===== config.mk =====
export PLATFORM = sky130hd
export DESIGN_NAME = mlp_front
export DESIGN_NICKNAME = d
export VERILOG_FILES = /design/src/hw/rtl/mlp_pkg.sv /design/src/hw/rtl/mlp_front.sv
export SDC_FILE = /design/constraint.sdc
export NUM_CORES = 2
export LEC_CHECK = 0
export BUFFER_PORTS_ARGS = -buffer_cell sky130_fd_sc_hd__buf_2
export CAP_MARGIN = 10
export CORE_ASPECT_RATIO = 1.4
export CORE_UTILIZATION = 35
export CTS_BUF_LIST = sky130_fd_sc_hd__clkbuf_4 sky130_fd_sc_hd__clkbuf_8
export CTS_CLUSTER_DIAMETER = 80
export DETAILED_ROUTE_END_ITERATION = 8
export GPL_TIMING_DRIVEN = 1
export PLACE_DENSITY = 0.54
export SYNTH_ARGS = -nofsm -noshare
export SYNTH_HDL_FRONTEND = slang
export SYNTH_SLANG_ARGS = --single-unit

===== constraint.sdc =====
create_clock -name clk_i -period 19.3 [get_ports clk_i]
set_clock_uncertainty 0.05 [all_clocks]
set_input_delay 3.86 -clock clk_i [delete_from_list [all_inputs] [get_ports clk_i]]
set_output_delay 3.86 -clock clk_i [all_outputs]
set_load 0.03 [all_outputs]

===== src/hw/rtl/mlp_pkg.sv =====
// Package for the pixel classifier: weight constants, types and the sigmoid function.
// No dependencies; used by every module of the block.
package mlp_pkg;

  localparam int NumHidden = 7;
  localparam int NumOut = 2;
  localparam int ChanW = 8;
  localparam int ScoreW = 16;
  localparam int HidSumW = 26;
  localparam int OutSumW = 40;

  typedef logic signed [17:0] weight_t;
  typedef logic [ScoreW-1:0] score_t;
  typedef logic [ChanW-1:0] chan_t;

  typedef struct packed {
    chan_t red;
    chan_t green;
    chan_t blue;
  } pixel_t;

  typedef struct packed {
    score_t [NumHidden-1:0] hid;
  } hidden_t;

  localparam weight_t HidW [NumHidden][4] = '{
    '{18'sd18634, -18'sd1138, 18'sd3395, 18'sd1860},
    '{18'sd26718, 18'sd17874, -18'sd17270, 18'sd4146},
    '{18'sd28531, -18'sd21524, 18'sd10033, 18'sd2509},
    '{-18'sd982, 18'sd13704, -18'sd14445, -18'sd4620},
    '{18'sd13428, -18'sd11299, 18'sd10693, 18'sd214},
    '{18'sd33892, 18'sd20822, -18'sd22631, 18'sd5097},
    '{18'sd29076, -18'sd9167, 18'sd3134, 18'sd1904}
  };

  localparam weight_t OutW [NumOut][8] = '{
    '{18'sd104, -18'sd11487, 18'sd4029, -18'sd4922, 18'sd4626, -18'sd16758, -18'sd990,
      18'sd7686},
    '{-18'sd1917, 18'sd2508, -18'sd12167, 18'sd6385, -18'sd5202, 18'sd1705, -18'sd8040,
      18'sd7496}
  };

  function automatic score_t sigmoid(input logic signed [HidSumW-1:0] x);
    logic [HidSumW-1:0] a;
    logic [24:0] y;
    begin
      a = x[HidSumW-1] ? HidSumW'(-x) : HidSumW'(x);
      if (a >= HidSumW'(20480)) y = 25'd65536;
      else if (a >= HidSumW'(9728)) y = 25'(a >> 1) + 25'd55296;
      else if (a >= HidSumW'(4096)) y = 25'(a) * 25'd2 + 25'd40960;
      else y = 25'(a) * 25'd4 + 25'd32768;
      if (x[HidSumW-1]) y = 25'd65536 - y;
      sigmoid = (y > 25'd65535) ? 16'hFFFF : y[15:0];
    end
  endfunction

endpackage


===== src/hw/rtl/mlp_front.sv =====
// Front stage: accepts a pixel and computes the seven hidden activations.
// Depends on mlp_pkg.
module mlp_front (
  input  logic            clk_i,
  input  logic            rst_ni,
  input  logic            valid_i,
  output logic            stall_o,
  input  mlp_pkg::pixel_t pix_i,
  output logic            valid_o,
  input  logic            stall_i,
  output mlp_pkg::hidden_t hid_o
);
  import mlp_pkg::*;

  logic valid_q;
  hidden_t hid_q, hid_d;

  assign stall_o = valid_q && stall_i;

  always_comb begin
    logic signed [HidSumW-1:0] s;
    for (int n = 0; n < NumHidden; n++) begin
      s = $signed({1'b0, pix_i.red}) * HidSumW'(HidW[n][0])
        + $signed({1'b0, pix_i.green}) * HidSumW'(HidW[n][1])
        + $signed({1'b0, pix_i.blue}) * HidSumW'(HidW[n][2])
        + HidSumW'(HidW[n][3]);
      hid_d.hid[n] = sigmoid(s);
    end
  end

  always_ff @(posedge clk_i or negedge rst_ni) begin
    if (!rst_ni) begin
      valid_q <= 1'b0;
    end else if (!stall_o) begin
      valid_q <= valid_i;
    end
  end

  always_ff @(posedge clk_i) begin
    if (!stall_o && valid_i) begin
      hid_q <= hid_d;
    end
  end

  assign valid_o = valid_q;
  assign hid_o = hid_q;
endmodule


==> run metrics <==
NumNets Final 9,876; status completed; unrepaired setup endpoints after global routing false; Critical Path AT 17.74 ns; most frequent cell after synthesis inv_1; fin. max-slew vios 0; Hold Buf Count CTS 0; Synth Area in Adders 42.44%; H-tree Lvls 4; Sinks on Clock Net 113; fin crit share 90.34%; #FFs+latches synth 113; final wirelength 239,100 um; gr ovfl total 0; Clock Pin Slew Worst Setup and Hold Paths 0.07 ns; FFs w/ async S/R, synth 0.8850%; First DRT Iteration DRCs 3,456; top cells by area, synth ha_1, fa_1, inv_1; Achievable Freq 57.35 MHz; CP required 19.61 ns; Max stage delay on crit path 0.74 ns; initial antenna violation count 10; Distinct cells, synth 140; Max Root-Sink Buffers 3; Net Count, Synth 9,758; CORE AREA 187,200 sq um; post-synthesis xor/xnor area fraction 8.517%; CP bufs+invs 6; Final HPWL DP 207,700 um; root buf cell clkbuf_8; proportion of synthesized area in mux cells 1.557%; Synth Flop Type edfxtp_1; max-cap viol count 0; R2R Path Start valid_o; DRC viols 0; max_slew headroom 16.24%; Worst Hold Launch valid_o; Seq/Total Area, Yosys 5.140%; Post-Route Setup TNS 0 ns; Synth top area share 22.55%; Post-Synthesis Cells 7,887; number of CTS-inserted buffers 25; Ports 142; Resized Gates After CTS 0; CTS tree built; Avg Synthesized Cell Area 8.358 sq um; cell taking the most area after synthesis ha_1; Starting Density 35.20%; # setup viols final 0; Post-Syn Area 65,920 sq um; Crit path max-delay family compound AO/OA/AOI/OAI gates; Post-synth top cells inv_1, ha_1, fa_1; antenna-violating nets left 0; post-synthesis simple-gate area fraction 14.02%; worst setup margin 1.864 ns; final hold viol count 0; worst min path class flop to flop; first-pass GRT wire length 360,500 um; drt wl/cell 22.80 um; GPL Wtd Cong 1.022; die span in x 368.8 um; crit path capture type flop; # port buffers 141; post-synthesis compound-gate area fraction 19.80%; measured slew at the worst slew-check pin 1.247 ns; number of global-route vias before repair 58,660; Fillers 19,420; Die H 515.5 um; Startpoint Class input pin; EDFF count, synth 112; slowest cell on the critical path a222oi_1; largest net degree at the start of global routing 49; GR Util All Layers 25.04%; drt first pass iters 7; post-CTS setup buffers 0; Final min period 17.44 ns; CP startpoint pix_i[12]; main combinational cell family by area after synthesis adder cells; Yosys warnings 0; synthesis-to-finish area growth 6.644%; # rows 188; total number of vias 57,290; type of the worst setup path input pin to flop; Placement Setup Slack 1.404 ns; drt via density 5.464; share of post-route cells with drive strength above 1 6.230%; die area 190,100 sq um; Clock Latency Late Sink 0.63 ns; CP max FO 18
worst reg2reg max path: cells and delay by family, from the launching register on:
kind / cells / cell delay [ns]
buf+inv: 1 / 0.62
flops: 1 / 0.37
simple gates: 2 / 0.65
through the flow:
| stage | hold slack [ns] | instance area [sq um] | std cells | util [%] |
|---|---|---|---|---|
| finish | 0.6540 | 70290 | 10490 | 37.54 |
| global route | 0.6965 | 70280 | 10480 | 37.54 |
| CTS | 0.6661 | 70270 | 10480 | 37.53 |
| detailed placement | 0.6483 | 69900 | 10450 | 37.33 |
| global placement | 0.6121 | 69900 | 10450 | 37.33 |
| floorplan | 1.010 | 65920 | 7887 | - |
worst paths after layout:
| check | to | slack (ns) | depth (start not counted) |
|---|---|---|---|
| worst max-delay path | hid_o[81] | 1.86 | 48 |
| worst min-delay path | valid_o | 0.65 | 2 |
| worst max register to register | hid_o[68] | 17.11 | 3 |
| worst min register to register | valid_o | 0.65 | 2 |
| max in group asynchronous | valid_o | 16.17 | 1 |
| min in group asynchronous | valid_o | 2.94 | 1 |
cells by family after synthesis:
kind of cell / after synthesis
AOI/OAI and AO/OA: 1906
and+or+nand+nor: 1828
adders and majority gates: 1843
buffers and inverters: 1468
muxes: 97
DFF: 113
xor gates and xnor gates: 632
flip-flops by register name, summed over array words and instances, names as in the netlist:
name     count
valid_o      1
hid_o      112
final cells by class:
type	count	area [sq um]	share of cell area [%]
Clock buffer	26	351.6	0.5002
Timing Repair Buffer	257	1579	2.246
Clock inverter	5	18.77	0.02670
Antenna cell	6	15.01	0.02136
Sequential cell	113	3388	4.820
Tap cell	2470	3090	4.396
Multi-Input combinational cell	6306	56960	81.04
Inverter	1302	4887	6.952
per-layer routing:
| layer | global-route usage (%) | vias up | share of wire [%] | wire length, um |
|---|---|---|---|---|
| met5 | 0 | - | 0.013 | 32 |
| met4 | 17.59 | 6 | 8.4 | 20080 |
| met3 | 2.765 | 483 | 3.3 | 7837 |
| met2 | 46.37 | 1387 | 51 | 122100 |
| met1 | 26.18 | 27840 | 37 | 89020 |
| li1 | - | 27570 | - | - |
placed cells by master (no fill, tap or decap), drive strengths merged, types with 23 or more instances in the layout:
cell type / Yosys / layout
nand2: 460 / 460
nor2: 492 / 492
fa: 655 / 655
edfxtp: 112 / 112
a21o: 160 / 160
mux2i: 66 / 66
inv: 1301 / 1301
nand3: 131 / 131
o31ai: 45 / 45
xor2: 200 / 200
and3: 47 / 47
o21bai: 100 / 100
nor4b: 23 / 23
o211ai: 66 / 66
nor2b: 71 / 71
a31oi: 83 / 83
a21oi: 483 / 483
clkbuf: 103 / 26
nor4: 42 / 42
nand4: 53 / 53
o21ai: 360 / 360
and2: 67 / 67
o21a: 98 / 98
or2: 33 / 33
a21boi: 55 / 55
o311ai: 26 / 26
nor3b: 29 / 29
ha: 1188 / 1188
buf: 63 / 257
nand2b: 75 / 75
mux2: 31 / 31
a211oi: 90 / 90
o211a: 24 / 24
xnor2: 432 / 432
a211o: 26 / 26
nor3: 152 / 152
or3: 64 / 64
Power is left out: the tool's default activity adds up to more than one toggle a clock period on the data nets, which glitch-free logic cannot reach.
