==> config.mk <==
export PLATFORM = sky130hd
export DESIGN_NAME = mlp_back
export DESIGN_NICKNAME = d
export VERILOG_FILES = /design/src/hw/rtl/mlp_pkg.sv /design/src/hw/rtl/mlp_back.sv
export SDC_FILE = /design/constraint.sdc
export NUM_CORES = 2
export LEC_CHECK = 0
export BUFFER_PORTS_ARGS = -buffer_cell sky130_fd_sc_hd__buf_2
export CAP_MARGIN = 0
export CORE_MARGIN = 2
export CORE_UTILIZATION = 42
export CTS_BUF_LIST = sky130_fd_sc_hd__clkbuf_8
export DETAILED_ROUTE_END_ITERATION = 8
export PLACE_DENSITY = 0.69
export SETUP_SLACK_MARGIN = 0.15
export SLEW_MARGIN = 5
export SYNTH_ARGS = -nofsm -noshare
export SYNTH_HDL_FRONTEND = slang
export SYNTH_SLANG_ARGS = --single-unit
==> constraint.sdc <==
create_clock -name clk_i -period 18.1 [get_ports clk_i]
set_input_delay 2.715 -clock clk_i [delete_from_list [all_inputs] [get_ports clk_i]]
set_output_delay 2.715 -clock clk_i [all_outputs]
set_load 0.05 [all_outputs]
==> src/hw/rtl/mlp_pkg.sv <==
// Package for the pixel classifier: weight constants, types and the sigmoid function.
// No dependencies; used by every module of the block.
package mlp_pkg;

  localparam int NumHidden = 7;
  localparam int NumOut = 2;
  localparam int ChanW = 8;
  localparam int ScoreW = 16;
  localparam int HidSumW = 26;
  localparam int OutSumW = 40;

  typedef logic signed [17:0] weight_t;
  typedef logic [ScoreW-1:0] score_t;
  typedef logic [ChanW-1:0] chan_t;

  typedef struct packed {
    chan_t red;
    chan_t green;
    chan_t blue;
  } pixel_t;

  typedef struct packed {
    score_t [NumHidden-1:0] hid;
  } hidden_t;

  localparam weight_t HidW [NumHidden][4] = '{
    '{18'sd18634, -18'sd1138, 18'sd3395, 18'sd1860},
    '{18'sd26718, 18'sd17874, -18'sd17270, 18'sd4146},
    '{18'sd28531, -18'sd21524, 18'sd10033, 18'sd2509},
    '{-18'sd982, 18'sd13704, -18'sd14445, -18'sd4620},
    '{18'sd13428, -18'sd11299, 18'sd10693, 18'sd214},
    '{18'sd33892, 18'sd20822, -18'sd22631, 18'sd5097},
    '{18'sd29076, -18'sd9167, 18'sd3134, 18'sd1904}
  };

  localparam weight_t OutW [NumOut][8] = '{
    '{18'sd104, -18'sd11487, 18'sd4029, -18'sd4922, 18'sd4626, -18'sd16758, -18'sd990,
      18'sd7686},
    '{-18'sd1917, 18'sd2508, -18'sd12167, 18'sd6385, -18'sd5202, 18'sd1705, -18'sd8040,
      18'sd7496}
  };

  function automatic score_t sigmoid(input logic signed [HidSumW-1:0] x);
    logic [HidSumW-1:0] a;
    logic [24:0] y;
    begin
      a = x[HidSumW-1] ? HidSumW'(-x) : HidSumW'(x);
      if (a >= HidSumW'(20480)) y = 25'd65536;
      else if (a >= HidSumW'(9728)) y = 25'(a >> 1) + 25'd55296;
      else if (a >= HidSumW'(4096)) y = 25'(a) * 25'd2 + 25'd40960;
      else y = 25'(a) * 25'd4 + 25'd32768;
      if (x[HidSumW-1]) y = 25'd65536 - y;
      sigmoid = (y > 25'd65535) ? 16'hFFFF : y[15:0];
    end
  endfunction

endpackage

==> src/hw/rtl/mlp_back.sv <==
// Back stage: output neurons, multiply stage then sum and sigmoid stage.
// Depends on mlp_pkg.
module mlp_back (
  input  logic             clk_i,
  input  logic             rst_ni,
  input  logic             valid_i,
  output logic             stall_o,
  input  mlp_pkg::hidden_t hid_i,
  output logic             valid_o,
  input  logic             stall_i,
  output mlp_pkg::score_t  first_o,
  output mlp_pkg::score_t  second_o
);
  import mlp_pkg::*;

  logic v1_q, v2_q;
  logic signed [34:0] prod_q [NumOut][NumHidden];
  score_t sc_q [NumOut];
  logic adv2, adv1;
  score_t sc_d [NumOut];

  assign adv2 = !(v2_q && stall_i);
  assign adv1 = adv2 || !v1_q;
  assign stall_o = !adv1;

  always_comb begin
    logic signed [OutSumW-1:0] s;
    for (int k = 0; k < NumOut; k++) begin
      s = OutSumW'(OutW[k][7]) <<< 16;
      for (int n = 0; n < NumHidden; n++) s = s + OutSumW'(prod_q[k][n]);
      sc_d[k] = sigmoid(HidSumW'(s >>> 16));
    end
  end

  always_ff @(posedge clk_i or negedge rst_ni) begin
    if (!rst_ni) begin
      v1_q <= 1'b0;
      v2_q <= 1'b0;
    end else begin
      if (adv1) v1_q <= valid_i;
      if (adv2) v2_q <= v1_q;
    end
  end

  always_ff @(posedge clk_i) begin
    if (adv1 && valid_i) begin
      for (int k = 0; k < NumOut; k++)
        for (int n = 0; n < NumHidden; n++)
          prod_q[k][n] <= $signed({1'b0, hid_i.hid[n]}) * OutW[k][n];
    end
    if (adv2 && v1_q) begin
      sc_q <= sc_d;
    end
  end

  assign valid_o = v2_q;
  assign first_o = sc_q[0];
  assign second_o = sc_q[1];
endmodule

==> results.py <==
metrics = {
    "placed_design": {
        "hpwl_um": 165000,
        "port_buffers": 149,
        "gp_congestion": 0.969,
    },
    "cts": {
        "cts_buffers": 80,
        "path_clk_slew_ns": 0.09,
        "cts_hold_buf": 0,
        "cts_setup_buffers": 0,
        "cts_buffer_depth": 3,
        "cts_root_buf": "clkbuf_8",
        "clk_latency_ns": 0.78,
        "cts_resized": 0,
        "cts.htree.levels": 3,
        "cts_sinks": 423,
        "tritoncts": "yes",
    },
    "detailed_routing": {
        "wl_met1_um": 83200,
        "antenna_left": 0,
        "detail_route.iter0.violations": 3632,
        "wl_met3_um": 11500,
        "post_drt_wl_per_cell_um": 20.2,
        "dr.pass1.iters": 6,
        "routed_wl_um": 191000,
        "drc": 0,
        "viasPerCell": 5.14,
        "top_layer_used": "met5",
        "wl_met2_um": 90000,
        "vias": 48600,
    },
    "sta": {
        "relSlewSlack": 0.193,
        "period_minus_slack_ns": 10.76,
        "worst_pin_slew_ns": 1.20,
        "finalClockSkew_ns": 0.0677,
        "fmax_mhz": 93.0,
        "fin_hold_ws_ns": 0.517,
        "post-route-period-util": 0.594,
        "setup_viol": 0,
        "rsz0062_at_grt": "no",
        "slew_violations": 0,
        "final_hold_viol_count": 0,
        "finalSetupTns_ns": 0,
    },
    "finish": {
        "multi_input_area_um2": 50800,
        "layout_commonest_cell": "inv_1",
        "final_layout_size_suffix_gt1_frac": 0.0501,
        "fillers": 15800,
        "fin_nets": 9689,
        "mostFrequentLayoutCells": "inv_1, ha_1, fa_1",
        "seqCellArea_um2": 12700,
        "syn_to_final_growth_pct": 7.19,
    },
    "synthesis": {
        "ys_seq_area_frac": 0.178,
        "synth_area_leaders": "fa_1, ha_1, edfxtp_1",
        "yosys.area.top_type_share": 0.263,
        "syn_nets": 9490,
        "synth_ff_type": "edfxtp_1",
        "synth_top_area_cell": "fa_1",
        "postSynthCellCount": 6960,
        "synth_area_um2": 71200,
        "ys_warn_count": 0,
        "synth_seq_cells": 423,
        "avgSynthCellArea_um2": 10.2,
        "synth_cell_type_count": 113,
        "synth_edf_count": 421,
        "synthArstFlopShare": 0.00473,
    },
    "worst_setup_path": {
        "crit_fanout": 15,
        "ff2ff_setup_slack_ns": 7.34,
        "path_common_cell": "inv_1",
        "start_kind": "flip-flop",
        "slowest_stage": "nor4_2",
        "critPathMaxStageDelay_ns": 0.75,
        "r2r-start": "prod_q[0][7]$_DFFE_PP_",
        "rr_endpoint": "first_o[1]$_SDFFCE_PN1P_",
        "cp_data_required_time_ns": 18.57,
        "cp-end-kind": "flip-flop",
        "startpoint": "prod_q[0][7]$_DFFE_PP_",
        "arrival_ns": 11.22,
        "crit_type": "flip-flop to flip-flop",
        "reg2regPathDepth": 29,
    },
    "floorplanning": {
        "die_w_um": 416,
        "num_rows": 151,
        "initial_utilization": 0.421,
        "core_area_um2": 169000,
        "ioPinCount": 150,
        "die_area_um2": 173000,
        "die_h_um": 416,
    },
    "grt": {
        "antenna_found_initial": 17,
        "grtUsageTotal": 0.225,
        "grt_max_degree": 189,
        "grt_pass1_wl_um": 297000,
        "grt_pass1_vias": 51100,
        "grt-ovfl-total": 0,
    },
    "min_path": {
        "min_from": "v1_q$_DFFE_PN0N_",
        "hold_path_end": "valid_o$_DFFE_PN0N_",
        "min_path_cells": 1,
        "hp-class": "flip-flop to flip-flop",
    },
    "run": {
        "drv_cap": 0,
    },
    "outcome": {
        "status": "complete, no violations",
    },
}
cell type report:
| type | instances | share of cell area |
|---|---|---|
| multi-input combinational | 4488 | 0.665 |
| sequential | 423 | 0.166 |
| inverter | 2009 | 0.0988 |
| tap | 2218 | 0.0364 |
| clock buffer | 80 | 0.0144 |
| timing repair buffer | 157 | 0.0107 |
| clock inverter | 65 | 0.00764 |
| antenna | 7 | 0.000230 |
kinds of logic (layout without fill, tap and decap cells):
kind of cell	count (synthesis)	after routing	share of synthesized area
buffers and inverters	2049	2311	0.109
AO/OA/AOI/OAI	944	944	0.0885
flip-flops	423	423	0.178
other	0	7	0
XOR/XNOR	366	366	0.0455
multiplexers	27	27	0.00388
AND/OR/NAND/NOR	737	737	0.0524
adder cells (fa/ha/maj)	2414	2414	0.523
synthesized netlist by cell type, drive strengths merged, types with 8 or more instances:
master / count
inv: 2008
ha: 1480
fa: 934
edfxtp: 421
a21oi: 306
xnor2: 292
nor2: 191
nand2: 175
o21ai: 136
o21bai: 128
nor3: 76
xor2: 74
a21o: 73
nand3: 58
o21a: 40
nor2b: 35
a211oi: 30
clkbuf: 29
a31oi: 28
and2: 28
and3: 27
nand2b: 25
or2: 25
nand4: 24
o31ai: 24
mux2i: 22
o211ai: 22
or3: 21
a21boi: 15
nor4: 14
o31a: 12
a2111oi: 11
buf: 11
and4: 10
o2111ai: 10
a31o: 9
a22oi: 8
state kept, by name, summed over array words and instances (netlist names):
signal / count
v1_q: 1
valid_o: 1
second_o: 16
first_o: 16
prod_q: 389
worst max-delay path by stage:
| stage | end | slack, ns |
|---|---|---|
| 6_report | first_o[1]$_SDFFCE_PN1P_ | 7.34 |
| 5_1_grt | first_o[1]$_SDFFCE_PN1P_ | 6.63 |
| 4_1_cts | first_o[1]$_SDFFCE_PN1P_ | 7.40 |
| 3_5_place_dp | first_o[1]$_SDFFCE_PN1P_ | 7.47 |
| 3_3_place_gp | first_o[1]$_SDFFCE_PN1P_ | 7.70 |
| 2_1_floorplan | prod_q[0][105]$_DFFE_PP_ | 5.63 |
per-layer routing:
metal | track usage | vias to the layer above
li1 | - | 22900
met1 | 0.302 | 24200
met2 | 0.375 | 1229
met3 | 0.0332 | 223
met4 | 0.0677 | 8
met5 | 0 | -
through the flow:
step,area [um2],worst slack [ns],std cells,utilization
CTS,76300,7.40,9440,0.452
global placement,74600,7.70,9295,0.442
global route,76300,6.63,9442,0.452
floorplan,71200,5.63,6960,-
finish,76300,7.34,9447,0.452
detailed placement,74600,7.47,9295,0.442
worst max-delay path: cells and delay by family (launching register included):
| family | cells | cell delay (ns) |
|---|---|---|
| adder cells (fa/ha/maj) | 6 | 2.72 |
| XOR/XNOR | 1 | 0.42 |
| flip-flops | 1 | 0.34 |
| buffers and inverters | 5 | 0.41 |
| AO/OA/AOI/OAI | 8 | 3.08 |
| AND/OR/NAND/NOR | 9 | 3.49 |
Power is left out: the tool's default activity adds up to more than one toggle a clock period on the data nets, which glitch-free logic cannot reach.
