$ cat config.mk
export PLATFORM = sky130hd
export DESIGN_NAME = mlp_queue
export DESIGN_NICKNAME = d
export VERILOG_FILES = /design/src/hw/rtl/mlp_pkg.sv /design/src/hw/rtl/mlp_queue.sv
export SDC_FILE = /design/constraint.sdc
export NUM_CORES = 1
export LEC_CHECK = 0
export BUFFER_PORTS_ARGS = -buffer_cell sky130_fd_sc_hd__buf_2
export CAP_MARGIN = 20
export CORE_ASPECT_RATIO = 1.2
export CORE_MARGIN = 4
export CORE_UTILIZATION = 37
export DETAILED_ROUTE_END_ITERATION = 10
export RECOVER_POWER = 25
export SYNTH_ARGS = -nofsm -noshare
export SYNTH_HDL_FRONTEND = slang
export SYNTH_SLANG_ARGS = --single-unit
$ cat constraint.sdc
create_clock -name clk_i -period 7.8 [get_ports clk_i]
set_input_delay 1.56 -clock clk_i [delete_from_list [all_inputs] [get_ports clk_i]]
set_output_delay 1.56 -clock clk_i [all_outputs]
set_load 0.01 [all_outputs]
$ cat src/hw/rtl/mlp_pkg.sv
// Package for the pixel classifier: weight constants, types and the sigmoid function.
// No dependencies; used by every module of the block.
package mlp_pkg;

  localparam int NumHidden = 7;
  localparam int NumOut = 2;
  localparam int ChanW = 8;
  localparam int ScoreW = 16;
  localparam int HidSumW = 26;
  localparam int OutSumW = 40;

  typedef logic signed [17:0] weight_t;
  typedef logic [ScoreW-1:0] score_t;
  typedef logic [ChanW-1:0] chan_t;

  typedef struct packed {
    chan_t red;
    chan_t green;
    chan_t blue;
  } pixel_t;

  typedef struct packed {
    score_t [NumHidden-1:0] hid;
  } hidden_t;

  localparam weight_t HidW [NumHidden][4] = '{
    '{18'sd18634, -18'sd1138, 18'sd3395, 18'sd1860},
    '{18'sd26718, 18'sd17874, -18'sd17270, 18'sd4146},
    '{18'sd28531, -18'sd21524, 18'sd10033, 18'sd2509},
    '{-18'sd982, 18'sd13704, -18'sd14445, -18'sd4620},
    '{18'sd13428, -18'sd11299, 18'sd10693, 18'sd214},
    '{18'sd33892, 18'sd20822, -18'sd22631, 18'sd5097},
    '{18'sd29076, -18'sd9167, 18'sd3134, 18'sd1904}
  };

  localparam weight_t OutW [NumOut][8] = '{
    '{18'sd104, -18'sd11487, 18'sd4029, -18'sd4922, 18'sd4626, -18'sd16758, -18'sd990,
      18'sd7686},
    '{-18'sd1917, 18'sd2508, -18'sd12167, 18'sd6385, -18'sd5202, 18'sd1705, -18'sd8040,
      18'sd7496}
  };

  function automatic score_t sigmoid(input logic signed [HidSumW-1:0] x);
    logic [HidSumW-1:0] a;
    logic [24:0] y;
    begin
      a = x[HidSumW-1] ? HidSumW'(-x) : HidSumW'(x);
      if (a >= HidSumW'(20480)) y = 25'd65536;
      else if (a >= HidSumW'(9728)) y = 25'(a >> 1) + 25'd55296;
      else if (a >= HidSumW'(4096)) y = 25'(a) * 25'd2 + 25'd40960;
      else y = 25'(a) * 25'd4 + 25'd32768;
      if (x[HidSumW-1]) y = 25'd65536 - y;
      sigmoid = (y > 25'd65535) ? 16'hFFFF : y[15:0];
    end
  endfunction

endpackage

$ cat src/hw/rtl/mlp_queue.sv
// Two-entry queue between the hidden layer and the output layer.
// Depends on mlp_pkg.
module mlp_queue (
  input  logic             clk_i,
  input  logic             rst_ni,
  input  logic             valid_i,
  output logic             stall_o,
  input  mlp_pkg::hidden_t data_i,
  output logic             valid_o,
  input  logic             stall_i,
  output mlp_pkg::hidden_t data_o
);
  import mlp_pkg::*;

  hidden_t mem_q [2];
  logic wr_q, rd_q;
  logic [1:0] cnt_q;
  logic push, pop;

  assign stall_o = (cnt_q == 2'd2);
  assign valid_o = (cnt_q != 2'd0);
  assign push = valid_i && !stall_o;
  assign pop = valid_o && !stall_i;
  assign data_o = mem_q[rd_q];

  always_ff @(posedge clk_i or negedge rst_ni) begin
    if (!rst_ni) begin
      wr_q <= 1'b0;
      rd_q <= 1'b0;
      cnt_q <= 2'd0;
    end else begin
      if (push) wr_q <= !wr_q;
      if (pop) rd_q <= !rd_q;
      cnt_q <= cnt_q + 2'(push) - 2'(pop);
    end
  end

  always_ff @(posedge clk_i) begin
    if (push) mem_q[wr_q] <= data_i;
  end

  assert property (@(posedge clk_i) disable iff (!rst_ni) cnt_q != 2'd3)
    else $error("queue count out of range");
  assert property (@(posedge clk_i) disable iff (!rst_ni)
    (cnt_q == 2'd0) |-> (wr_q == rd_q)) else $error("empty queue pointers differ");
  assert property (@(posedge clk_i) disable iff (!rst_ni)
    (cnt_q == 2'd2) |-> (wr_q == rd_q)) else $error("full queue pointers differ");
endmodule

==> results_dict.tcl, run 1 <==
set metrics [dict create \
    post-route-drc-count 0 \
    cp-endpoint "data_o[19]" \
    max-slew-margin-rel_pct 34.7 \
    synthToLayoutAreaGrowth_pct 24.0 \
    cts.sinks 228 \
    post_cts_buffers 0 \
    period_needed_ns 4.57 \
    cts_hold_buffers 0 \
    antenna_found_initial 8 \
    cp_cell_sequence "buf_4, mux2_2, buf_2" \
    die_area_um2 25700 \
    row_count 60 \
    cp_data_required_time_ns 6.24 \
    syn-num-nets 485 \
    grt_pass1_vias 4619 \
    die_w_um 147 \
    end_kind "primary output" \
    cts_root_buf "clkbuf_16" \
    cpLargestDelayFamily "buffers and inverters" \
    max_stage_delay_ns 1.00 \
    diodes 0 \
    syn_area_um2 8580 \
    ys_ff_latch 228 \
    cts.path.max_buffers 3 \
    worstReg2RegStart "cnt_q[1]" \
    place.port_buffers 229 \
    final-max-slew-violation-count 0 \
    layout_commonest_cell "edfxtp_1" \
    synth_xor_area_share_pct 0.409 \
    layout_common_cells "224 x edfxtp_1, 203 x buf_2, 70 x mux2_4" \
    synth.distinct_cells 17 \
    startpoint_type "flop" \
    fin_crit_sh_pct 58.6 \
    post_drt_wl_per_cell_um 17.2 \
    cp-startpoint "rd_q" \
    drive_gt1_share_pct 55.7 \
    die_h_um 175 \
    synth_compound_area_share_pct 0 \
    power.total_mw 3.95 \
    drt_iter0_drc 177 \
    numCtsBuffers 23 \
    synth_top_family_by_area "multiplexers" \
    setup_viol 0 \
    grt_max_degree 67 \
    grt_pass1_wl_um 24600 \
    wl_um 16100 \
    via_per_inst 4.47 \
    synth_fa_ha_area_share_pct 0.292 \
    hold_start "cnt_q[0]" \
    worstSetupPathType "reg -> out" \
    grt-ovfl-total 0 \
    cts_resized 0 \
    ys_seq_area_share_pct 79.6 \
    rsz0062_at_grt "false" \
    antenna_left 0 \
    initial_core_util_pct 38.0 \
    cp.arrival_ns 3.01 \
    crit_path_top_delay_cell "dfrtp_4" \
    cts_max_level 1 \
    hold_viol 0 \
    syn_area_per_cell_um2 23.4 \
    place_congestion 0.714 \
    drt_first_pass_iters 4 \
    num_io_pins 230 \
    cts_tree "done" \
    tightest_slew_ns 0.980 \
    place_hpwl_um 10900 \
    p_leak_nw 4.08 \
    skew_ns 0.0226 \
    vias 4184 \
    power.density_nw_per_um2 372 \
    muxShareOfSynthArea_pct 17.8 \
    coreArea_um2 22600 \
    grt.total_usage_pct 12.0 \
    min_path_type "reg -> reg" \
    yosysWarnings 0 \
    path_max_fanout 60 \
    fillerInstances 1959 \
    syn-instance-count 367 \
    crit_cells 3 \
    clk_pin_slew_ns 0.06 \
    yosys.area_share.simple_pct 0.379 \
    r2r_cells 3 \
    max_cap_violations 0 \
    r2r_end "mem_q[1][82]" \
    status "finished, final reports clean" \
    max-vdd-ir-drop_v 0.000219 \
    nets 730 \
    path_buf_inv 2 \
    r2r_slack_ns 5.33 \
    clock_latency_ns 0.50 \
    clock.fmax_ghz 0.219 \
    tns_ns 0 \
]
## power by group
group	internal [mW]	switching, mW
clock network	0.540	0.408
registers	1.68	0.132
logic	0.606	0.585
total	2.83	1.12
## how the worst min path moves through the flow
stage | end | depth (start not counted) | slack, ns
final | cnt_q[0] | 1 | 0.53
after detailed placement | cnt_q[0] | 1 | 0.52
after global routing | cnt_q[0] | 1 | 0.56
after CTS | cnt_q[0] | 1 | 0.54
after global placement | cnt_q[0] | 1 | 0.50
after floorplan | wr_q | 1 | 0.46
## flip-flops by register name (all words and copies together), names as in the netlist
signal / cells
rd_q: 1
mem_q: 224
wr_q: 1
cnt_q: 2
## Yosys cell counts (all sizes together)
cell type	count	area share [%]
nor2	1	0.044
nand2	1	0.044
or2	1	0.073
buf	13	1.5
ha	2	0.29
edfxtp	224	78
and3	1	0.073
xor2	1	0.10
nand2b	1	0.073
mux2	112	18
inv	2	0.088
dfrtp	4	1.2
xnor2	3	0.31
nor2b	1	0.073
## final cells by class
cell class	count	area, um^2	area share [%]
flip-flops and latches	228	6830	64.2
repair buffers	233	1140	10.8
inverters	2	7.51	0.0706
clock buffers	33	613	5.77
clock inverters	5	21.3	0.200
multi-input cells	124	1630	15.3
well taps	310	388	3.65
## logic make-up (layout without fill, tap and decap cells)
logic type	after synthesis	in the layout
flip-flops	228	228
adder cells (fa/ha/maj)	2	2
AND/OR/NAND/NOR	6	6
XOR/XNOR	4	4
multiplexers	112	112
buffers and inverters	15	273
## routing by layer
metal	up-vias	wire length (um)	global-route usage, %
met2	175	7790	20.4
met5	-	117	0
li1	1942	-	-
met4	16	320	3.34
met3	40	1790	5.99
met1	2011	6100	13.4
## worst reg2reg max path: cells and delay by family, from the launching register on
kind	cells	cell delay, ns
flops	1	0.40
buf+inv	1	0.81
simple gates	2	0.79
## stage by stage
step	utilization, %	std cells	worst slack (ns)	hold WS, ns	instance area (um^2)
finish	47.1	935	3.23	0.527	10600
global route	47.1	935	3.02	0.557	10600
CTS	47.2	935	3.13	0.536	10700
detailed placement	44.4	897	3.68	0.521	10000
global placement	44.4	897	3.72	0.497	10000
floorplan	-	367	0.905	0.461	8580
(Power assumes the default switching activity.)
==> run 2, diff against run 1 <==
==> constraint.sdc (replaced) <==
create_clock -name clk_i -period 4.36 [get_ports clk_i]
set_input_delay 0.872 -clock clk_i [delete_from_list [all_inputs] [get_ports clk_i]]
set_output_delay 0.872 -clock clk_i [all_outputs]
set_load 0.01 [all_outputs]
==> run 2 against run 1 <==
Flip-flop and latch count unchanged. Worst setup slack worse by 2.1 ns. Clock power rose by 100%. Total power is 84% higher. Die area unchanged. Highest routed layer unchanged.
==> results_dict.tcl, run 2 (synthesized netlist as in run 1, its figures left out) <==
set metrics [dict create \
    grt_pass1_vias 4643 \
    cts.sinks 228 \
    max-vdd-ir-drop_v 0.000329 \
    place_ws_ns 1.63 \
    post_drt_wl_per_cell_um 17.3 \
    wl_um 16300 \
    startpoint_type "flop" \
    post-route-drc-count 0 \
    min_path_type "in -> async" \
    dp_cells 901 \
    tightest_slew_ns 1.06 \
    cp_data_required_time_ns 3.49 \
    num_io_pins 230 \
    clk_pin_slew_ns 0.06 \
    cts_max_level 1 \
    worst_slack_ns 1.13 \
    p_leak_nw 4.14 \
    grt-ovfl-total 0 \
    fillerInstances 1952 \
    stdcell_count 944 \
    place_hpwl_um 11200 \
    path_max_fanout 49 \
    max-slew-margin-rel_pct 29.5 \
    status "finished, final reports clean" \
    cts_hold_buffers 0 \
    nets 734 \
    cts_root_buf "clkbuf_16" \
    die_h_um 175 \
    rsz0062_at_grt "false" \
    antenna_found_initial 2 \
    layout_commonest_cell "edfxtp_1" \
    row_count 60 \
    cp.arrival_ns 2.36 \
    power.density_nw_per_um2 677 \
    drt_iter0_drc 203 \
    end_kind "primary output" \
    area.sequential_um2 6830 \
    post_cts_buffers 0 \
    fin_crit_sh_pct 74.2 \
    die_area_um2 25700 \
    period_needed_ns 3.23 \
    largest_reg_flops 224 \
    drt_first_pass_iters 4 \
    die_w_um 147 \
    place.port_buffers 229 \
    max_cap_violations 0 \
    vias 4163 \
    grt.total_usage_pct 12.1 \
    antenna_left 0 \
    initial_core_util_pct 38.0 \
    place_congestion 0.727 \
    cts_tree "done" \
    top_register "mem_q" \
    setup_viol 0 \
    holdWs_ns 0.190 \
    coreArea_um2 22600 \
    drive_gt1_share_pct 55.7 \
    tns_ns 0 \
    final-max-slew-violation-count 0 \
    grt_pass1_wl_um 24800 \
    cts.path.max_buffers 3 \
    grt_max_degree 79 \
    clock.fmax_ghz 0.309 \
    via_per_inst 4.41 \
    skew_ns 0.0219 \
    hold_viol 0 \
    layout_common_cells "224 x edfxtp_1, 196 x buf_2, 70 x mux2_4" \
    synthToLayoutAreaGrowth_pct 25.6 \
    clock_latency_ns 0.51 \
    numCtsBuffers 23 \
    largestRegisters "mem_q (224), cnt_q (2)" \
    cts_resized 0 \
    worstSetupPathType "reg -> out" \
    multiInputGateArea_um2 1630 \
]
-- run 2: final timing paths --
path / startpoint / endpoint / slack, ns / depth (start not counted)
worst max-delay path: rd_q / data_o[111] / 1.13 / 3
worst min-delay path: rst_ni / rd_q / 0.19 / 1
worst max register to register: cnt_q[1] / mem_q[1][41] / 2.29 / 3
worst min register to register: cnt_q[0] / cnt_q[0] / 0.52 / 1
max in group asynchronous: rst_ni / rd_q / 3.95 / 1
min in group clk_i: cnt_q[0] / cnt_q[0] / 0.52 / 1
-- run 2: critical path, cell delays in order, from the launching register on --
cell     delay (ns)
dfrtp_4        0.89
buf_4          0.42
mux2_2         0.37
buf_2          0.14
-- run 2: per-layer routing --
layer	routed length [um]	share of wire, %	track usage (%)	up-vias
met5	18	0.11	0	-
met4	369	2.3	3.73	2
met3	1630	10	5.01	29
met2	8200	50	21.2	168
met1	6110	37	13.6	2005
li1	-	-	-	1959
-- run 2: metrics by stage --
stage                     instance area [um^2]  util, %  power, mW
after detailed placement                 10100     44.6       5.50
after global placement                   10100     44.6       5.45
final                                    10800     47.7       7.29
after global routing                     10800     47.7       7.68
after floorplan                           8580        -       4.77
after CTS                                10800     47.8       7.43
-- run 2: final cells by class --
type,instances,area share (%)
clock inverter,16,1.39
antenna,2,0.0465
clock buffer,25,5.41
timing repair buffer,237,10.9
tap,310,3.60
multi-input combinational,124,15.1
sequential,228,63.4
inverter,2,0.0697
-- run 2: power by group --
part | internal, mW | switching [mW] | leakage, nW
registers | 3.00 | 0.214 | 2.13
clock network | 1.14 | 0.766 | 0.363
logic | 1.09 | 1.07 | 1.65
total | 5.24 | 2.05 | 4.14
